## src/rtl/rpn_stack_calculator_assert.svh

```systemverilog
// Assertion macros for the calculator RTL (included by the back end).
`ifndef RPN_STACK_CALCULATOR_ASSERT_SVH
`define RPN_STACK_CALCULATOR_ASSERT_SVH

// Condition must hold at every edge outside reset.
`define RSC_ASSERT_ALWAYS(lbl, clk, rst, expr, msg) \
  lbl: assert property (@(posedge clk) disable iff (rst) (expr)) else $error(msg);

// Consequent must hold in the same cycle as the antecedent.
`define RSC_ASSERT_IMPLY(lbl, clk, rst, ante, cons, msg) \
  lbl: assert property (@(posedge clk) disable iff (rst) (ante) |-> (cons)) else $error(msg);

// Consequent must hold in the cycle after the antecedent.
`define RSC_ASSERT_NEXT(lbl, clk, rst, ante, cons, msg) \
  lbl: assert property (@(posedge clk) disable iff (rst) (ante) |=> (cons)) else $error(msg);

`endif

```

## src/rtl/rsc_pkg.sv

```systemverilog
// Shared types and constants of the RPN calculator.
`timescale 1ns / 1ps

package rsc_pkg;

  localparam int DATA_W      = 32;
  localparam int STATUS_W    = 3;
  localparam int DIGIT_W     = 4;
  // Command queue between front and back; must stay a power of two
  localparam int QUEUE_DEPTH = 2;

  // Character codes
  localparam logic [7:0] CH_ZERO  = 8'h30;
  localparam logic [7:0] CH_NINE  = 8'h39;
  localparam logic [7:0] CH_PLUS  = 8'h2B;
  localparam logic [7:0] CH_MINUS = 8'h2D;
  localparam logic [7:0] CH_STAR  = 8'h2A;
  localparam logic [7:0] CH_SLASH = 8'h2F;
  localparam logic [7:0] CH_EQUAL = 8'h3D;
  localparam logic [7:0] CH_UC_A  = 8'h41;
  localparam logic [7:0] CH_UC_Z  = 8'h5A;
  localparam logic [7:0] CH_LC_A  = 8'h61;
  localparam logic [7:0] CH_LC_Z  = 8'h7A;

  // Result status codes
  localparam logic [STATUS_W-1:0] ST_OK        = 3'd0;
  localparam logic [STATUS_W-1:0] ST_OVERFLOW  = 3'd1;
  localparam logic [STATUS_W-1:0] ST_UNDERFLOW = 3'd2;
  localparam logic [STATUS_W-1:0] ST_DIVZERO   = 3'd3;
  localparam logic [STATUS_W-1:0] ST_ABORT     = 3'd4;

  // Decoded command
  typedef enum logic [2:0] {
    OP_SKIP,
    OP_PUSH,
    OP_ADD,
    OP_SUB,
    OP_MUL,
    OP_DIV,
    OP_EQ,
    OP_ABORT
  } op_t;

  // One queued request
  typedef struct packed {
    op_t                op;
    logic [DIGIT_W-1:0] digit;
  } cmd_t;

endpackage

```

## src/rtl/rsc_front.sv

```systemverilog
// Front end: takes characters and decodes them into stack commands.
`timescale 1ns / 1ps

module rsc_front import rsc_pkg::*; (
  input  logic       in_valid,
  output logic       in_stall,
  input  logic [7:0] char_code,
  input  logic       q_full,
  output logic       q_push,
  output cmd_t       q_cmd
);

  // Map one character to a command; whitespace and anything unknown skip
  function automatic cmd_t decode(input logic [7:0] c);
    cmd_t r;
    r.op    = OP_SKIP;
    r.digit = '0;
    if ((c >= CH_UC_A && c <= CH_UC_Z) || (c >= CH_LC_A && c <= CH_LC_Z)) begin
      r.op = OP_ABORT;
    end else if (c >= CH_ZERO && c <= CH_NINE) begin
      r.op    = OP_PUSH;
      r.digit = DIGIT_W'(c - CH_ZERO);
    end else if (c == CH_EQUAL) begin
      r.op = OP_EQ;
    end else if (c == CH_PLUS) begin
      r.op = OP_ADD;
    end else if (c == CH_MINUS) begin
      r.op = OP_SUB;
    end else if (c == CH_STAR) begin
      r.op = OP_MUL;
    end else if (c == CH_SLASH) begin
      r.op = OP_DIV;
    end
    return r;
  endfunction

  // Hold the request while the queue is full
  assign in_stall = q_full;
  assign q_cmd    = decode(char_code);
  assign q_push   = in_valid && !q_full && (q_cmd.op != OP_SKIP);

endmodule

```

## config.mk

```make
export PLATFORM = sky130hd
export DESIGN_NAME = rsc_front
export DESIGN_NICKNAME = d
export VERILOG_FILES = /design/src/rtl/rpn_stack_calculator_assert.svh /design/src/rtl/rsc_pkg.sv /design/src/rtl/rsc_front.sv
export SDC_FILE = /design/constraint.sdc
export NUM_CORES = 1
export LEC_CHECK = 0
export BUFFER_PORTS_ARGS = -buffer_cell sky130_fd_sc_hd__buf_4
export CORE_AREA = 2 2 39 41
export DETAILED_ROUTE_END_ITERATION = 8
export DIE_AREA = 0 0 41 43
export PLACE_DENSITY_LB_ADDON = 0.08
export SYNTH_ARGS = -nofsm -noshare
export SYNTH_HDL_FRONTEND = slang
export SYNTH_SLANG_ARGS = --single-unit
```

## constraint.sdc

```tcl
create_clock -name vclk -period 1.4
set_input_delay 0.28 -clock vclk [all_inputs]
set_output_delay 0.28 -clock vclk [all_outputs]
set_load 0.02 [all_outputs]
```

# After elaboration in Yosys (flattened, before gate mapping)
# Cells that the tools add are included.
op_classes:
  add_sub_neg: 1
  n_mul: 0
  n_div: 0
  order_cmp: 6
  n_eq_ne: 5
  shifts: 0
  n_mux: 9
  bitwise: 0
  reduce_logical: 8
ops:
  columns: ["cell", "count"]
  rows:
  - ["$eq 8x6->1 const B", 5]
  - ["$mux 3", 7]
  - ["$ge 8x7->1 const B", 2]
  - ["$le 8x7->1 const B", 2]
  - ["$ge 8x6->1 const B", 1]
  - ["$le 8x6->1 const B", 1]
  - ["$mux 4", 2]
  - ["$logic_and 1x1->1", 5]
  - ["$sub 4x1->4 const B", 1]
  - ["$reduce_bool 3->1", 1]
  - ["$logic_not 1->1", 1]
  - ["$logic_or 1x1->1", 1]
word_totals:
  reg_bits: 0
  latchBits: 0
  ramBits: 0
  romBits: 0
  input_bits: 10
  out_inout_bits: 9
  word_cells: 29
  n_memories: 0

# Longest topological paths before layout
depth:
  depth_word: 10
  depth_mapped: 5
  ltp_nobuf: 4

# Least setup slack after synthesis
# Ideal clock, no wire load.
synth_path:
  path_type: "input to output"
  start: "input char_code[2]"
  end: "output q_push"
  arrival_ns: 1.444
  t_required_ns: 1.120
  path_slack_ns: -0.324
  cell_stages: 5
  cell_sequence: "buf_6 -> o21ai_0 -> a21oi_1 -> nand2b_1 -> a311oi_1"
synth_via:
  elab_chain_cells: 10
  elab_cells_between_ends: 24
  cone_classes: "order compare: 6; eq/ne: 5; mux: 7; reduce/logical: 6"
synth_rtl:
  columns: ["item", "line", "rtl"]
  rows:
  - ["start: declaration", "rsc_front.sv:7", "input logic [7:0] char_code,"]
  - ["$eq 8x6->1", "rsc_front.sv:31", "end else if (c == CH_SLASH) begin"]
  - ["$mux 3", "rsc_front.sv:31", null]
  - ["$mux 3", "rsc_front.sv:29", "end else if (c == CH_STAR) begin"]
  - ["$mux 3", "rsc_front.sv:27", "end else if (c == CH_MINUS) begin"]
  - ["$mux 3", "rsc_front.sv:25", "end else if (c == CH_PLUS) begin"]
  - ["$mux 3", "rsc_front.sv:23", "end else if (c == CH_EQUAL) begin"]
  - ["$mux 3", "rsc_front.sv:20", "end else if (c >= CH_ZERO && c <= CH_NINE) begin"]
  - ["$mux 3 *", "rsc_front.sv:18", "if ((c >= CH_UC_A && c <= CH_UC_Z) || (c >= CH_LC_A && c <= CH_LC_Z)) begin"]
  - ["$reduce_bool 3->1 *", "rsc_front.sv:40", "assign q_push = in_valid && !q_full && (q_cmd.op != OP_SKIP);"]
  - ["$logic_and 1x1->1 *", "rsc_front.sv:40", null]
  - ["end: declaration", "rsc_front.sv:9", "output logic q_push,"]
# Mark *: on every way between the ends. The rest lies on a longest branch, timed or not.

# Final worst setup path
layout_path:
  start: "input char_code[4]"
  end: "output q_push"
# The elaborated chain is that of the path after synthesis.

==> flow_summary.yaml <==
sta:
  hold-worst-slack_ps: 779
  slew_headroom_pct: 85.3
  fin_tns_setup_ps: -1340
  tightest_slew_ps: 218
  period_minus_slack_ps: 1740
  max_freq_mhz: 573
  finalHoldViolCount: 0
  rsz0062_at_grt: "true"
  slew_viol_final: 0
  setup_viol: 8
  finalCritPeriodShare_pct: 125
  setup_slack_ps: -344
synthesis:
  synth_area_um2: 241
  synth_top_family_by_area: "simple AND/OR/NAND/NOR gates"
  yosysWarnings: 0
  synthTopCellsByArea: "buf_6 9.3%, and2_1 7.8%, o21ai_1 6.2%"
  ys_seq_area_share_pct: 0
  synth_top_area_share_pct: 9.33
  synth_nets: 43
  synth-compound-area-share_pct: 30.6
  synth-xor-area-share_pct: 3.63
  synthCells: 33
  synth-simple-area-share_pct: 44.6
  syn_area_per_cell_um2: 7.32
  synthAdderAreaFrac_pct: 0
  ys_top_cells_by_count: "3 x and2_1, 3 x inv_1, 3 x o21ai_1"
  synthDistinctLibCells: 24
  synth.area.mux_share_pct: 4.15
  synth_top_cell_by_area: "buf_6"
setup_path:
  crit_type: "primary input to output port"
  arrival_ps: 1460
  crit_fanout: 7
  crit_path_start_kind: "primary input"
  cp_data_required_time_ps: 1120
  endpoint_kind: "output port"
power_and_ir_drop:
  p_leak_nw: 0.254
  ir_worst_vdd_mv: 0.0898
  powerDensity_mw_per_mm2: 263
place:
  place.gp.congestion: 0.721
  place_inst: 74
  dp_hpwl_um: 695
  portBuffers: 19
final_layout:
  n_antenna_cell: 0
  drive_gt1_share_pct: 69.5
  multi_input_area_um2: 259
  layout.cells.non_filler: 75
  nets: 71
  postLayoutCoreUtil_pct: 39.7
  fill_cells: 146
  nClkBuffers: 0
  area_growth_pct: 127
  seq_cell_count: 0
  regArea_um2: 0
floorplanning:
  row_count: 14
  core_mm2: 0.00138
  dieArea_mm2: 0.00176
  boundaryPins: 19
  initial_utilization_pct: 17.5
  die_height_um: 43
  fp.dieW_um: 41
global_routing:
  grt_pass1_wl_um: 1370
  grt_max_degree: 8
  grt.overflow.total: 0
  grt.total_usage_pct: 10.6
  grt_pass1_vias: 330
  antenna_found_initial: 0
route:
  first_pass_iters: 2
  drc: 0
  drt_iter0_drc: 3
  wire_per_inst_um: 11.7
  postRouteAntennaNets: 0
  totalWireLength_um: 875
  via_count: 346
  avgViaCountPerCell: 4.61
worst_hold_path:
  min_from: "q_full"
  hp-class: "primary input to output port"
  min_to: "in_stall"
  holdPathStages: 2
run:
  cap_violations: 0
status:
  status: "finished with violations"
  failed_checks: "setup timing"
## critical path: stages
cell	delay, ps
buf_6	90
buf_4	140
and4b_2	260
a21oi_1	40
nand2b_1	180
a311oi_2	290
buf_4	180
## metal layers
metal	track usage [%]	part of all wire [%]	wire length [um]	up-vias
li1	-	-	-	174
met1	13.3	39	343	162
met2	19.7	53	464	10
met3	0.524	7.7	67	0
met4	0	0	0	0
met5	0	0	0	-
## how the worst max path moves through the flow
stage | from | end | cells after the start
global placement | char_code[3] | q_push | 5
floorplan | char_code[0] | q_cmd[5] | 4
finish | char_code[4] | q_push | 7
CTS | char_code[0] | q_push | 5
global route | char_code[4] | q_push | 5
detailed placement | char_code[3] | q_push | 5
## power by group
| part | internal, mW | switching, mW |
|---|---|---|
| registers | 0 | 0 |
| clock network | 0 | 0 |
| logic | 0.0811 | 0.0632 |
## repair_timing
action / CTS / global route
hold buffers: 0 / 0
resized for setup: 19 / 1
buffers inserted: 1 / 0
cloned: 0 / 0
setup endpoints to repair: 8 / 8
pin swaps: 9 / 5
## cell usage in the layout (no fill, tap or decap), types with 2 or more instances in the layout
cell,instances
nand2b_1,2
o21ai_1,3
nand2_1,2
buf_6,11
and2_4,4
buf_4,18
inv_1,3
## logic make-up after synthesis
group / after synthesis
and+or+nand+nor: 15
AOI/OAI and AO/OA: 10
buffers and inverters: 6
xor gates and xnor gates: 1
muxes: 1
## stage by stage
| stage | total power, mW | setup slack [ps] | area (um2) |
|---|---|---|---|
| 3_3_place_gp | 0.118 | -366 | 448 |
| 4_1_cts | 0.144 | -361 | 547 |
| 3_5_place_dp | 0.119 | -404 | 448 |
| 6_report | 0.144 | -344 | 549 |
| 5_1_grt | 0.154 | -387 | 549 |
| 2_1_floorplan | 0.0561 | -180 | 248 |
## area by class of cell
cell class	instances	area share (%)
Inverter	3	2.05
Multi-Input combinational cell	27	47.2
Tap cell	16	3.64
Timing Repair Buffer	29	47.2
No activity file was read; power rests on OpenSTA's default activity.
