**src/rtl/rpn_stack_calculator_assert.svh**
```systemverilog
// Assertion macros for the calculator RTL (included by the back end).
`ifndef RPN_STACK_CALCULATOR_ASSERT_SVH
`define RPN_STACK_CALCULATOR_ASSERT_SVH

// Condition must hold at every edge outside reset.
`define RSC_ASSERT_ALWAYS(lbl, clk, rst, expr, msg) \
  lbl: assert property (@(posedge clk) disable iff (rst) (expr)) else $error(msg);

// Consequent must hold in the same cycle as the antecedent.
`define RSC_ASSERT_IMPLY(lbl, clk, rst, ante, cons, msg) \
  lbl: assert property (@(posedge clk) disable iff (rst) (ante) |-> (cons)) else $error(msg);

// Consequent must hold in the cycle after the antecedent.
`define RSC_ASSERT_NEXT(lbl, clk, rst, ante, cons, msg) \
  lbl: assert property (@(posedge clk) disable iff (rst) (ante) |=> (cons)) else $error(msg);

`endif

```
**src/rtl/rsc_pkg.sv**
```systemverilog
// Shared types and constants of the RPN calculator.
`timescale 1ns / 1ps

package rsc_pkg;

  localparam int DATA_W      = 32;
  localparam int STATUS_W    = 3;
  localparam int DIGIT_W     = 4;
  // Command queue between front and back; must stay a power of two
  localparam int QUEUE_DEPTH = 2;

  // Character codes
  localparam logic [7:0] CH_ZERO  = 8'h30;
  localparam logic [7:0] CH_NINE  = 8'h39;
  localparam logic [7:0] CH_PLUS  = 8'h2B;
  localparam logic [7:0] CH_MINUS = 8'h2D;
  localparam logic [7:0] CH_STAR  = 8'h2A;
  localparam logic [7:0] CH_SLASH = 8'h2F;
  localparam logic [7:0] CH_EQUAL = 8'h3D;
  localparam logic [7:0] CH_UC_A  = 8'h41;
  localparam logic [7:0] CH_UC_Z  = 8'h5A;
  localparam logic [7:0] CH_LC_A  = 8'h61;
  localparam logic [7:0] CH_LC_Z  = 8'h7A;

  // Result status codes
  localparam logic [STATUS_W-1:0] ST_OK        = 3'd0;
  localparam logic [STATUS_W-1:0] ST_OVERFLOW  = 3'd1;
  localparam logic [STATUS_W-1:0] ST_UNDERFLOW = 3'd2;
  localparam logic [STATUS_W-1:0] ST_DIVZERO   = 3'd3;
  localparam logic [STATUS_W-1:0] ST_ABORT     = 3'd4;

  // Decoded command
  typedef enum logic [2:0] {
    OP_SKIP,
    OP_PUSH,
    OP_ADD,
    OP_SUB,
    OP_MUL,
    OP_DIV,
    OP_EQ,
    OP_ABORT
  } op_t;

  // One queued request
  typedef struct packed {
    op_t                op;
    logic [DIGIT_W-1:0] digit;
  } cmd_t;

endpackage

```
**src/rtl/rsc_queue.sv**
```systemverilog
// Small command queue between the decoder and the execution unit.
`timescale 1ns / 1ps

module rsc_queue import rsc_pkg::*; (
  input  logic clk,
  input  logic rst,
  input  logic push,
  input  cmd_t push_cmd,
  output logic full,
  input  logic pop,
  output logic head_valid,
  output cmd_t head_cmd
);

  localparam int PW = $clog2(QUEUE_DEPTH);

  cmd_t          entries [QUEUE_DEPTH];
  logic [PW-1:0] wr_ptr;
  logic [PW-1:0] rd_ptr;
  logic [PW:0]   fill;

  assign full       = (fill == (PW+1)'(QUEUE_DEPTH));
  assign head_valid = (fill != '0);
  assign head_cmd   = entries[rd_ptr];

  // Payload storage
  always_ff @(posedge clk) begin
    if (push) begin
      entries[wr_ptr] <= push_cmd;
    end
  end

  // Pointers and fill level
  always_ff @(posedge clk) begin
    if (rst) begin
      wr_ptr <= '0;
      rd_ptr <= '0;
      fill   <= '0;
    end else begin
      if (push) begin
        wr_ptr <= wr_ptr + PW'(1);
      end
      if (pop) begin
        rd_ptr <= rd_ptr + PW'(1);
      end
      if (push && !pop) begin
        fill <= fill + (PW+1)'(1);
      end else if (pop && !push) begin
        fill <= fill - (PW+1)'(1);
      end
    end
  end

endmodule

```
**config.mk**
```make
export PLATFORM = sky130hd
export DESIGN_NAME = rsc_queue
export DESIGN_NICKNAME = d
export VERILOG_FILES = /design/src/rtl/rpn_stack_calculator_assert.svh /design/src/rtl/rsc_pkg.sv /design/src/rtl/rsc_queue.sv
export SDC_FILE = /design/constraint.sdc
export NUM_CORES = 1
export LEC_CHECK = 0
export BUFFER_PORTS_ARGS = -buffer_cell sky130_fd_sc_hd__buf_2
export CAP_MARGIN = 5
export CORE_MARGIN = 2
export CORE_UTILIZATION = 52
export DETAILED_ROUTE_END_ITERATION = 6
export PLACE_DENSITY_LB_ADDON = 0.08
export SLEW_MARGIN = 20
export SYNTH_ARGS = -nofsm -noshare
export SYNTH_HDL_FRONTEND = slang
export SYNTH_SLANG_ARGS = --single-unit
```
**constraint.sdc**
```tcl
create_clock -name clk -period 1.82 [get_ports clk]
set_input_delay 0.364 -clock clk [delete_from_list [all_inputs] [get_ports clk]]
set_output_delay 0.364 -clock clk [all_outputs]
set_load 0.01 [all_outputs]
```
# --- Word level (Yosys, flattened, before mapping) ---
# Memories as Yosys holds them, arrays and structs flattened. A register that Yosys moved wholly into a read port is not among the register bits.
# Cells that the tools add are included.
totals:
  memories: 1
  output_inout_bits: 9
  latch_bits: 0
  ramBits: 14
  reg_bits: 4
  romBits: 0
memory_table:
  columns: ["memory", "depth", "word_bits", "read_ports", "rd_clocked_by_memory_dff", "write_ports", "line_no", "text"]
  rows:
  - ["entries", 2, 7, 1, 1, 1, "rsc_queue.sv:17", "cmd_t entries [QUEUE_DEPTH];"]
classes:
  n_reduce_logical: 6
  n_addsub: 4
  order_cmp: 0
  muxes: 6
  n_shift: 0
  bitwise: 0
  div_mod_pow: 0
  eq_ne: 1
  multipliers: 0
op_table:
  columns: ["cell", "n"]
  rows:
  - ["two-way mux 1 bit", 4]
  - ["two-way mux 2 bit", 2]
  - ["nonzero test 2 bit", 2]
  - ["adder 1 bit (second input constant)", 2]
  - ["adder 2 x 1 -> 2 bit (second input constant)", 1]
  - ["== test 2 bit (second input constant)", 1]
  - ["logical AND 1 bit", 2]
  - ["logical NOT 1 bit", 2]
  - ["subtractor 2 x 1 -> 2 bit (second input constant)", 1]

# --- Depth between registers and ports, before layout ---
# Gate-level depths: netlist (run 1).
depth:
  word_depth: 4
  mapped_depth: 5
  depth_no_buf: 5

# --- Worst setup path after synthesis (run 1) ---
# No wires, ideal clock.
synth_path:
  path_kind: "input -> register"
  startpoint: "input pop"
  endpoint: "register fill[1]"
  n_path_buf: 0
  setup_slack_ps: 590
  setup_time_ps: 70
  t_arrival_ps: 1160
  stages: 4
  cell_sequence: "inv_1 ha_1 or3_1 a21oi_1"
synth_between:
  elab_chain_len: 3
  word_cells_on_any_way: 5
  cone_classes: "mux: 1; reduce/logical: 4"
synth_rtl:
  columns: ["element", "line_no", "text"]
  rows:
  - ["start: declaration", "rsc_queue.sv:10", "input logic pop,"]
  - ["logical NOT 1 bit", "rsc_queue.sv:46", "if (push && !pop) begin"]
  - ["logical AND 1 bit", "rsc_queue.sv:46", null]
  - ["two-way mux 2 bit or nonzero test 2 bit (tied branches)", null, null]
  - ["end signal: assignment", "rsc_queue.sv:47", "fill <= fill + (PW+1)'(1);"]
  - ["end signal: assignment", "rsc_queue.sv:49", "fill <= fill - (PW+1)'(1);"]
  - ["end: declaration", "rsc_queue.sv:20", "logic [PW:0] fill;"]
# Several ways; a longest one is shown, not always the timed one.
# A chain may end at the register's enable or synchronous reset.

==> results.json, run 1 <==
{
  "die-height_um": 41.07,
  "ir_drop_uv": 534.3,
  "path_class": "reg -> out",
  "initial_utilization": 0.5560,
  "core.rowCount": 13,
  "drt-total-wl_um": 927,
  "synthSimpleGateAreaFrac": 0.06830,
  "post_cts_buffers": 0,
  "route.detailed.drc": 0,
  "worstPathMaxFanout": 7,
  "die_area_um2": 1686,
  "syn_avg_cell_area_um2": 16.24,
  "p_leak_nw": 0.3512,
  "hold-worst-slack_ns": 0.2672,
  "powerDensity_nw_per_um2": 968.8,
  "p_int_mw": 0.6497,
  "start_kind": "flip-flop",
  "cts_resized": 0,
  "pre_cts_ws_ns": 0.4307,
  "cts_root_buf": "clkbuf_4",
  "ys_ff_latch": 19,
  "finalCriticalPeriod_ns": 1.649,
  "rsz0062_at_grt": "no",
  "cts_num_sinks": 19,
  "arrival_ns": 1.28,
  "drive_above_1_share": 0.4776,
  "worst_pin_slew_ns": 0.3271,
  "synth_compound_area_frac": 0.01401,
  "cts_buffers": 3,
  "total_switching_power_mw": 0.1807,
  "synth_mux_area_frac": 0.1103,
  "postPlaceCellArea_um2": 830.8,
  "wl_per_cell_um": 11.30,
  "clockPowerShare": 0.231,
  "n_antenna_cell": 0,
  "synth.distinct_cells": 16,
  "relSlewSlack": 0.7819,
  "grt_usage": 0.1263,
  "netlist_area_um2": 714.4,
  "setup_viol": 0,
  "place.gp.congestion": 0.6084,
  "die_w_um": 41.07,
  "nNetsFinal": 80,
  "synthAdderAreaFrac": 0.01751,
  "dr.pass1.iters": 2,
  "hold_path_class": "in -> reg",
  "cts_hold_buf": 0,
  "syn-instance-count": 44,
  "period_share": 0.9060,
  "yosysSeqAreaShare": 0.7285,
  "finalWorstSetupSlack_ns": 0.1712,
  "grt_overflow": 0,
  "clockBufferDepth": 2,
  "clock_latency_ns": 0.28,
  "clk_pin_slew_worst_paths_ns": 0.10,
  "cp_data_required_time_ns": 1.46,
  "swShare": 0.2176,
  "path_cells": "mux2_2, buf_2",
  "ctsHtreeMaxLevel": 1,
  "grt_pass1_vias": 309,
  "cts_tree": "done",
  "p_total_mw": 0.8304,
  "core_area_um2": 1285,
  "antenna_found_initial": 0,
  "area_growth_pct": 19.97,
  "cp_top_family": "flip-flops",
  "synth_xor_area_frac": 0.04904,
  "syn_nets": 56,
  "outcome": "complete, no violations",
  "combPwrFrac": 0.145,
  "synth_top_family_by_area": "multiplexers",
  "cap_violations": 0,
  "slew_viol_final": 0,
  "drt_iter0_drc": 5,
  "cp_num_buf_inv": 1,
  "via_per_inst": 4.634,
  "final.setup.tns_ns": 0,
  "slowest_delay_ns": 0.50,
  "fin_skew_ns": 0.007934,
  "grt_pass1_wl_um": 1311,
  "fmax_mhz": 606.5,
  "io_buffers": 19,
  "fin_area_um2": 857.1,
  "synth_warnings": 0,
  "ios": 20,
  "critPathSlowestCell": "dfxtp_1",
  "hold_violations": 0,
  "vias": 380,
  "ant_nets": 0,
  "seqPwrFrac": 0.624,
  "hpwl_um": 731.2,
  "critPathCaptureType": "output pin",
  "grt_max_degree": 11
}
-- synth_stat cells --
| library cell | number | area [um^2] |
|---|---|---|
| a21oi_1 | 1 | 5.000 |
| and2_1 | 1 | 6.260 |
| and2b_2 | 1 | 8.760 |
| buf_2 | 1 | 5.000 |
| dfxtp_1 | 5 | 100.1 |
| edfxtp_1 | 14 | 420.4 |
| ha_1 | 1 | 12.51 |
| inv_1 | 1 | 3.750 |
| mux2_2 | 7 | 78.83 |
| nor2_1 | 4 | 15.01 |
| nor2b_1 | 1 | 6.260 |
| o21ai_0 | 1 | 5.000 |
| or2_2 | 1 | 6.260 |
| or3_1 | 1 | 6.260 |
| xnor2_1 | 2 | 17.52 |
| xor2_1 | 2 | 17.52 |
-- stage by stage --
stage	utilization	std cells
2_1_floorplan	-	44
3_3_place_gp	0.6465	78
3_5_place_dp	0.6465	78
4_1_cts	0.6670	82
5_1_grt	0.6670	82
6_report	0.6670	82
-- cell usage in the layout (no fill, tap or decap) --
cell | netlist | final
buf_2 | 1 | 19
edfxtp_1 | 14 | 14
mux2_2 | 7 | 7
dfxtp_1 | 5 | 5
nor2_1 | 4 | 4
clkbuf_4 | 0 | 3
xnor2_1 | 2 | 2
xor2_1 | 2 | 2
or2_2 | 1 | 1
and2_1 | 1 | 1
inv_1 | 1 | 1
and2b_2 | 1 | 1
nor2b_1 | 1 | 1
o21ai_0 | 1 | 1
or3_1 | 1 | 1
a21oi_1 | 1 | 1
ha_1 | 1 | 1
clkbuf_1 | 0 | 1
buf_4 | 0 | 1
-- path summary, 6_finish.rpt --
check	endpoint	start	slack [ns]	cells after the start
setup / recovery	head_cmd[5]	flip-flop	0.17	2
hold / removal	entries[0][6]	push_cmd[6]	0.27	1
setup reg to reg	entries[0][2]	wr_ptr	0.76	2
hold reg to reg	fill[1]	fill[1]	0.51	2
-- kinds of logic after synthesis --
group / count (synthesis)
AOI/OAI and AO/OA: 2
buffers and inverters: 2
adders and majority gates: 1
muxes: 7
DFF: 19
xor gates and xnor gates: 4
and+or+nand+nor: 9
-- metal layers --
layer / track usage / vias up / part of all wire
met2: 0.2344 / 11 / 0.52
met1: 0.1326 / 166 / 0.44
met5: 0 / - / 0
met4: 0.02500 / 0 / 0
met3: 0.04891 / 0 / 0.043
li1: - / 203 / -
-- final cells by class --
| class | instances | area (um^2) |
|---|---|---|
| well taps | 15 | 18.77 |
| fillers | 102 | 427.9 |
| inverters | 1 | 3.754 |
| clock buffers | 4 | 26.28 |
| multi-input cells | 23 | 185.2 |
| repair buffers | 20 | 102.6 |
| flip-flops and latches | 19 | 520.5 |
-- registers in the layout, indices dropped and copies added (netlist names), named ones only --
name     flops
fill         2
entries     14
rd_ptr       1
wr_ptr       1
-- power by group through the flow --
stage / Sequential, mW / Combinational, mW / Clock (mW)
6_report: 0.518 / 0.120 / 0.192
5_1_grt: 0.523 / 0.136 / 0.215
2_1_floorplan: 0.519 / 0.0810 / 0
3_3_place_gp: 0.527 / 0.120 / 0
3_5_place_dp: 0.529 / 0.122 / 0
4_1_cts: 0.519 / 0.123 / 0.198
Power figures use the tool's default switching activity.
==> run 2: changes to the inputs <==
- ABC_AREA: not set -> 1
- CTS_BUF_LIST: not set -> sky130_fd_sc_hd__clkbuf_4 sky130_fd_sc_hd__clkbuf_8 sky130_fd_sc_hd__clkbuf_16
==> results.json, run 2 <==
{
  "outcome": "complete, no violations",
  "antenna_found_initial": 0,
  "hold_path_class": "in -> reg",
  "ant_nets": 0,
  "grt_pass1_wl_um": 1676,
  "seqPwrFrac": 0.611,
  "syn_avg_cell_area_um2": 13.44,
  "top_layer_used": "met4",
  "io_buffers": 19,
  "path_class": "reg -> out",
  "start_kind": "flip-flop",
  "swShare": 0.2226,
  "p_int_mw": 0.6494,
  "final.setup.tns_ns": 0,
  "post_cts_buffers": 0,
  "slew_viol_final": 0,
  "yosys.area.top_type": "edfxtp_1",
  "wl_met2_um": 435,
  "grt_max_degree": 11,
  "core_area_um2": 1318,
  "dr_wl_met3_um": 48,
  "cts_hold_buf": 0,
  "n_antenna_cell": 0,
  "synth.distinct_cells": 16,
  "initial_utilization": 0.5613,
  "hpwl_um": 745,
  "drive_above_1_share": 0.4231,
  "synth_top_area_frac": 0.5685,
  "nNetsFinal": 91,
  "clock_latency_ns": 0.29,
  "path_cells": "mux2_2, buf_2",
  "via_per_inst": 4.731,
  "dp.cells": 89,
  "largest_reg_flops": 14,
  "die_area_um2": 1740,
  "hold_violations": 0,
  "p_total_mw": 0.8353,
  "layout_commonest_cell": "buf_2",
  "syn-instance-count": 55,
  "combPwrFrac": 0.132,
  "total_switching_power_mw": 0.1859,
  "drt-met1-wl_um": 455,
  "synth_edf_count": 14,
  "yosys-top-cells-count": "14 x edfxtp_1, 8 x inv_1, 7 x mux2_2",
  "cts_buffers": 3,
  "cts_root_buf": "clkbuf_4",
  "ios": 20,
  "wl_per_cell_um": 10.26,
  "clockPowerShare": 0.257,
  "cts_num_sinks": 19,
  "slowest_delay_ns": 0.51,
  "powerDensity_nw_per_um2": 949.7,
  "period_share": 0.9174,
  "critPathCaptureType": "output pin",
  "worst_pin_slew_ns": 0.3230,
  "finalCriticalPeriod_ns": 1.670,
  "core.rowCount": 13,
  "die-height_um": 41.71,
  "synth_ff_type": "edfxtp_1",
  "grt_overflow": 0,
  "yosysMostFrequentCell": "edfxtp_1",
  "n_fill_cell": 99,
  "area_growth_pct": 18.95,
  "vias": 440,
  "drt-total-wl_um": 954,
  "ctsHtreeMaxLevel": 1,
  "regMostFlops": "entries",
  "setup_viol": 0,
  "clockBufferDepth": 2,
  "cts_tree": "done",
  "grt_usage": 0.1302,
  "ir_drop_uv": 584.0,
  "die_w_um": 41.71,
  "synth.area.top_cells": "edfxtp_1 57%, dfxtp_1 14%, mux2_2 11%, inv_1 4.1%, nor2_1 3.0%",
  "critPathSlowestCell": "dfxtp_1",
  "cap_violations": 0,
  "dr.pass1.iters": 2,
  "rsz0062_at_grt": "no",
  "fin_skew_ns": 0.003481,
  "final_cell_mix": "19 x buf_2, 14 x edfxtp_1, 8 x inv_1",
  "async_reset_ff_frac": 0,
  "ys_ff_latch": 19,
  "cts_resized": 0,
  "worstPathMaxFanout": 7,
  "arrival_ns": 1.31,
  "syn_nets": 67,
  "grt_pass1_vias": 406,
  "place.gp.congestion": 0.6769,
  "fmax_mhz": 598.9,
  "route.detailed.drc": 0,
  "relSlewSlack": 0.7845,
  "clk_pin_slew_worst_paths_ns": 0.10,
  "finalNonFillerCells": 93,
  "netlist_area_um2": 739.5,
  "drt_iter0_drc": 7,
  "yosysSeqAreaShare": 0.7039,
  "cp_data_required_time_ns": 1.46,
  "p_leak_nw": 0.3892,
  "synth_warnings": 0,
  "reg.largest.list": "entries: 14 flops, fill: 2 flops"
}
run 2: layout make-up:
class                   instances  area (um^2)  share of cell area
clock buffers                   4        30.03             0.03414
inverters                       9        33.78             0.03841
multi-input cells              26        173.9              0.1977
flip-flops and latches         19        520.5              0.5917
well taps                      15        18.77             0.02134
repair buffers                 20        102.6              0.1166
run 2: worst max-delay path, delay by kind of cell (launching register included):
kind / cells / cell delay [ns]
buffers and inverters: 1 / 0.14
DFF: 1 / 0.51
muxes: 1 / 0.38
run 2: per-stage QoR:
step	hold slack (ns)	worst slack, ns	utilization	cell area [um^2]
5_1_grt	0.2417	0.06092	0.6676	879.6
2_1_floorplan	0.4364	0.6867	-	739.5
3_3_place_gp	0.4826	0.4671	0.6448	849.6
6_report	0.2595	0.1504	0.6676	879.6
3_5_place_dp	0.4969	0.4495	0.6448	849.6
4_1_cts	0.2531	0.1178	0.6676	879.6
run 2: power by group through the flow:
stage,clock (mW),combinational (mW),sequential [mW]
final,0.215,0.110,0.510
after detailed placement,0,0.112,0.521
after global routing,0.237,0.126,0.515
after global placement,0,0.110,0.520
after floorplan,0,0.0772,0.513
after CTS,0.221,0.112,0.511
run 2: cells by family after synthesis:
group | share of synthesized area
flops | 0.7039
xor+xnor | 0.01185
compound gates | 0.01352
simple gates | 0.08629
fa+ha+maj | 0.01692
buf+inv | 0.06091
mux | 0.1066
run 2: final timing paths:
path | from | end | slack, ns | cells past startpoint
max | flip-flop | head_cmd[0] | 0.15 | 2
min | push_cmd[2] | entries[1][2] | 0.26 | 1
max reg2reg | wr_ptr | entries[0][3] | 0.80 | 2
min reg2reg | fill[0] | fill[0] | 0.52 | 1
run 2: per-layer routing:
metal | up-vias | track usage
met2 | 13 | 0.2125
met5 | - | 0
met1 | 194 | 0.1588
li1 | 231 | -
met3 | 2 | 0.03913
met4 | 0 | 0.05806
==> run 3: changes to the inputs <==
- CORE_UTILIZATION: 52 -> 50
- CTS_CLUSTER_DIAMETER: not set -> 30
==> results.json, run 3 (synthesis gave the netlist of run 2 again) <==
{
  "worstPathMaxFanout": 7,
  "area_growth_pct": 18.61,
  "final_cell_mix": "19 x buf_2, 14 x edfxtp_1, 8 x inv_1",
  "cts_resized": 0,
  "wl_per_cell_um": 12.01,
  "ios": 20,
  "final.setup.tns_ns": 0,
  "cp_data_required_time_ns": 1.46,
  "clk_pin_slew_worst_paths_ns": 0.10,
  "grt_pass1_vias": 399,
  "start_kind": "flip-flop",
  "drt_iter0_drc": 10,
  "antenna_found_initial": 0,
  "ctsHtreeMaxLevel": 1,
  "core.rowCount": 13,
  "drt-total-wl_um": 1117,
  "r2r-start": "wr_ptr",
  "grt_max_degree": 12,
  "finalWorstSetupSlack_ns": 0.1374,
  "hpwl_um": 857.2,
  "route.detailed.drc": 0,
  "post_cts_buffers": 0,
  "arrival_ns": 1.32,
  "finalCriticalPeriod_ns": 1.683,
  "nNetsFinal": 91,
  "r2r-end": "entries[0][6]",
  "cts_hold_buf": 0,
  "hold_path_class": "in -> reg",
  "reg.largest.list": "entries: 14 flops, fill: 2 flops",
  "final_util": 0.6576,
  "cts_buffers": 3,
  "hold-worst-slack_ns": 0.2494,
  "clock_latency_ns": 0.29,
  "cts_tree": "done",
  "io_buffers": 19,
  "setup_viol": 0,
  "layout_commonest_cell": "buf_2",
  "regMostFlops": "entries",
  "die_w_um": 42.46,
  "rr_worst_depth": 2,
  "clockBufferDepth": 2,
  "period_share": 0.9245,
  "hold_start": "push_cmd[4]",
  "drive_above_1_share": 0.4231,
  "dp.cells": 89,
  "postPlaceCellArea_um2": 849.6,
  "p_total_mw": 0.8286,
  "n_antenna_cell": 0,
  "cap_violations": 0,
  "core_area_um2": 1334,
  "endpoint": "head_cmd[1]",
  "dr.pass1.iters": 2,
  "fmax_mhz": 594.3,
  "grt_pass1_wl_um": 1731,
  "grt_usage": 0.1362,
  "via_per_inst": 4.753,
  "place.gp.congestion": 0.6647,
  "p_leak_nw": 0.3885,
  "hold_violations": 0,
  "vias": 442,
  "pre_cts_ws_ns": 0.4532,
  "ir_drop_uv": 586.4,
  "powerDensity_nw_per_um2": 944.7,
  "die_area_um2": 1802,
  "fin_skew_ns": 0.003572,
  "relSlewSlack": 0.7973,
  "die-height_um": 42.46,
  "grt_overflow": 0,
  "fin_area_um2": 877.1,
  "cts_root_buf": "clkbuf_4",
  "finalNonFillerCells": 93,
  "slew_viol_final": 0,
  "ant_nets": 0,
  "rsz0062_at_grt": "no",
  "worst-r2r-setup-slack_ns": 0.77,
  "worst_pin_slew_ns": 0.3036,
  "critPathCaptureType": "output pin",
  "path_class": "reg -> out",
  "outcome": "complete, no violations",
  "largest_reg_flops": 14,
  "initial_utilization": 0.5544,
  "cts_num_sinks": 19
}
run 3: changes by cell type in the layout (fill, tap and decap cells not counted), sizes merged:
cell / before / now
clkbuf: 4 / 3
clkinv: 0 / 1
run 3: worst max-delay path: stages (launching register included):
cell and delay, ns:
dfxtp_1 0.51, mux2_2 0.38, buf_2 0.14
run 3: worst min path at each step:
stage / end / slack, ns / depth (start not counted)
2_1_floorplan: flip-flop / 0.44 / 1
3_3_place_gp: fill[0] / 0.49 / 1
3_5_place_dp: fill[0] / 0.50 / 1
4_1_cts: entries[1][4] / 0.24 / 1
5_1_grt: entries[0][4] / 0.24 / 1
6_report: entries[1][4] / 0.25 / 1
run 3: per-layer routing:
metal | part of all wire | wire [um] | track usage
met4 | 0.0090 | 10 | 0.09375
met2 | 0.50 | 557 | 0.2123
met1 | 0.42 | 474 | 0.1582
met3 | 0.067 | 75 | 0.04310
met5 | 0 | 0 | 0
run 3: report_power, final:
part	internal (mW)	switching, mW	total (mW)
combinational	0.0549	0.0576	0.112
clock	0.0818	0.124	0.205
sequential	0.495	0.0162	0.511
total	0.631	0.197	0.829
run 3: area by class of cell:
cell class | count | area (um^2)
sequential | 19 | 520.5
fill | 114 | 456.7
multi-input combinational | 26 | 173.9
timing repair buffer | 20 | 102.6
inverter | 9 | 33.78
clock buffer | 3 | 22.52
tap | 15 | 18.77
clock inverter | 1 | 5.005
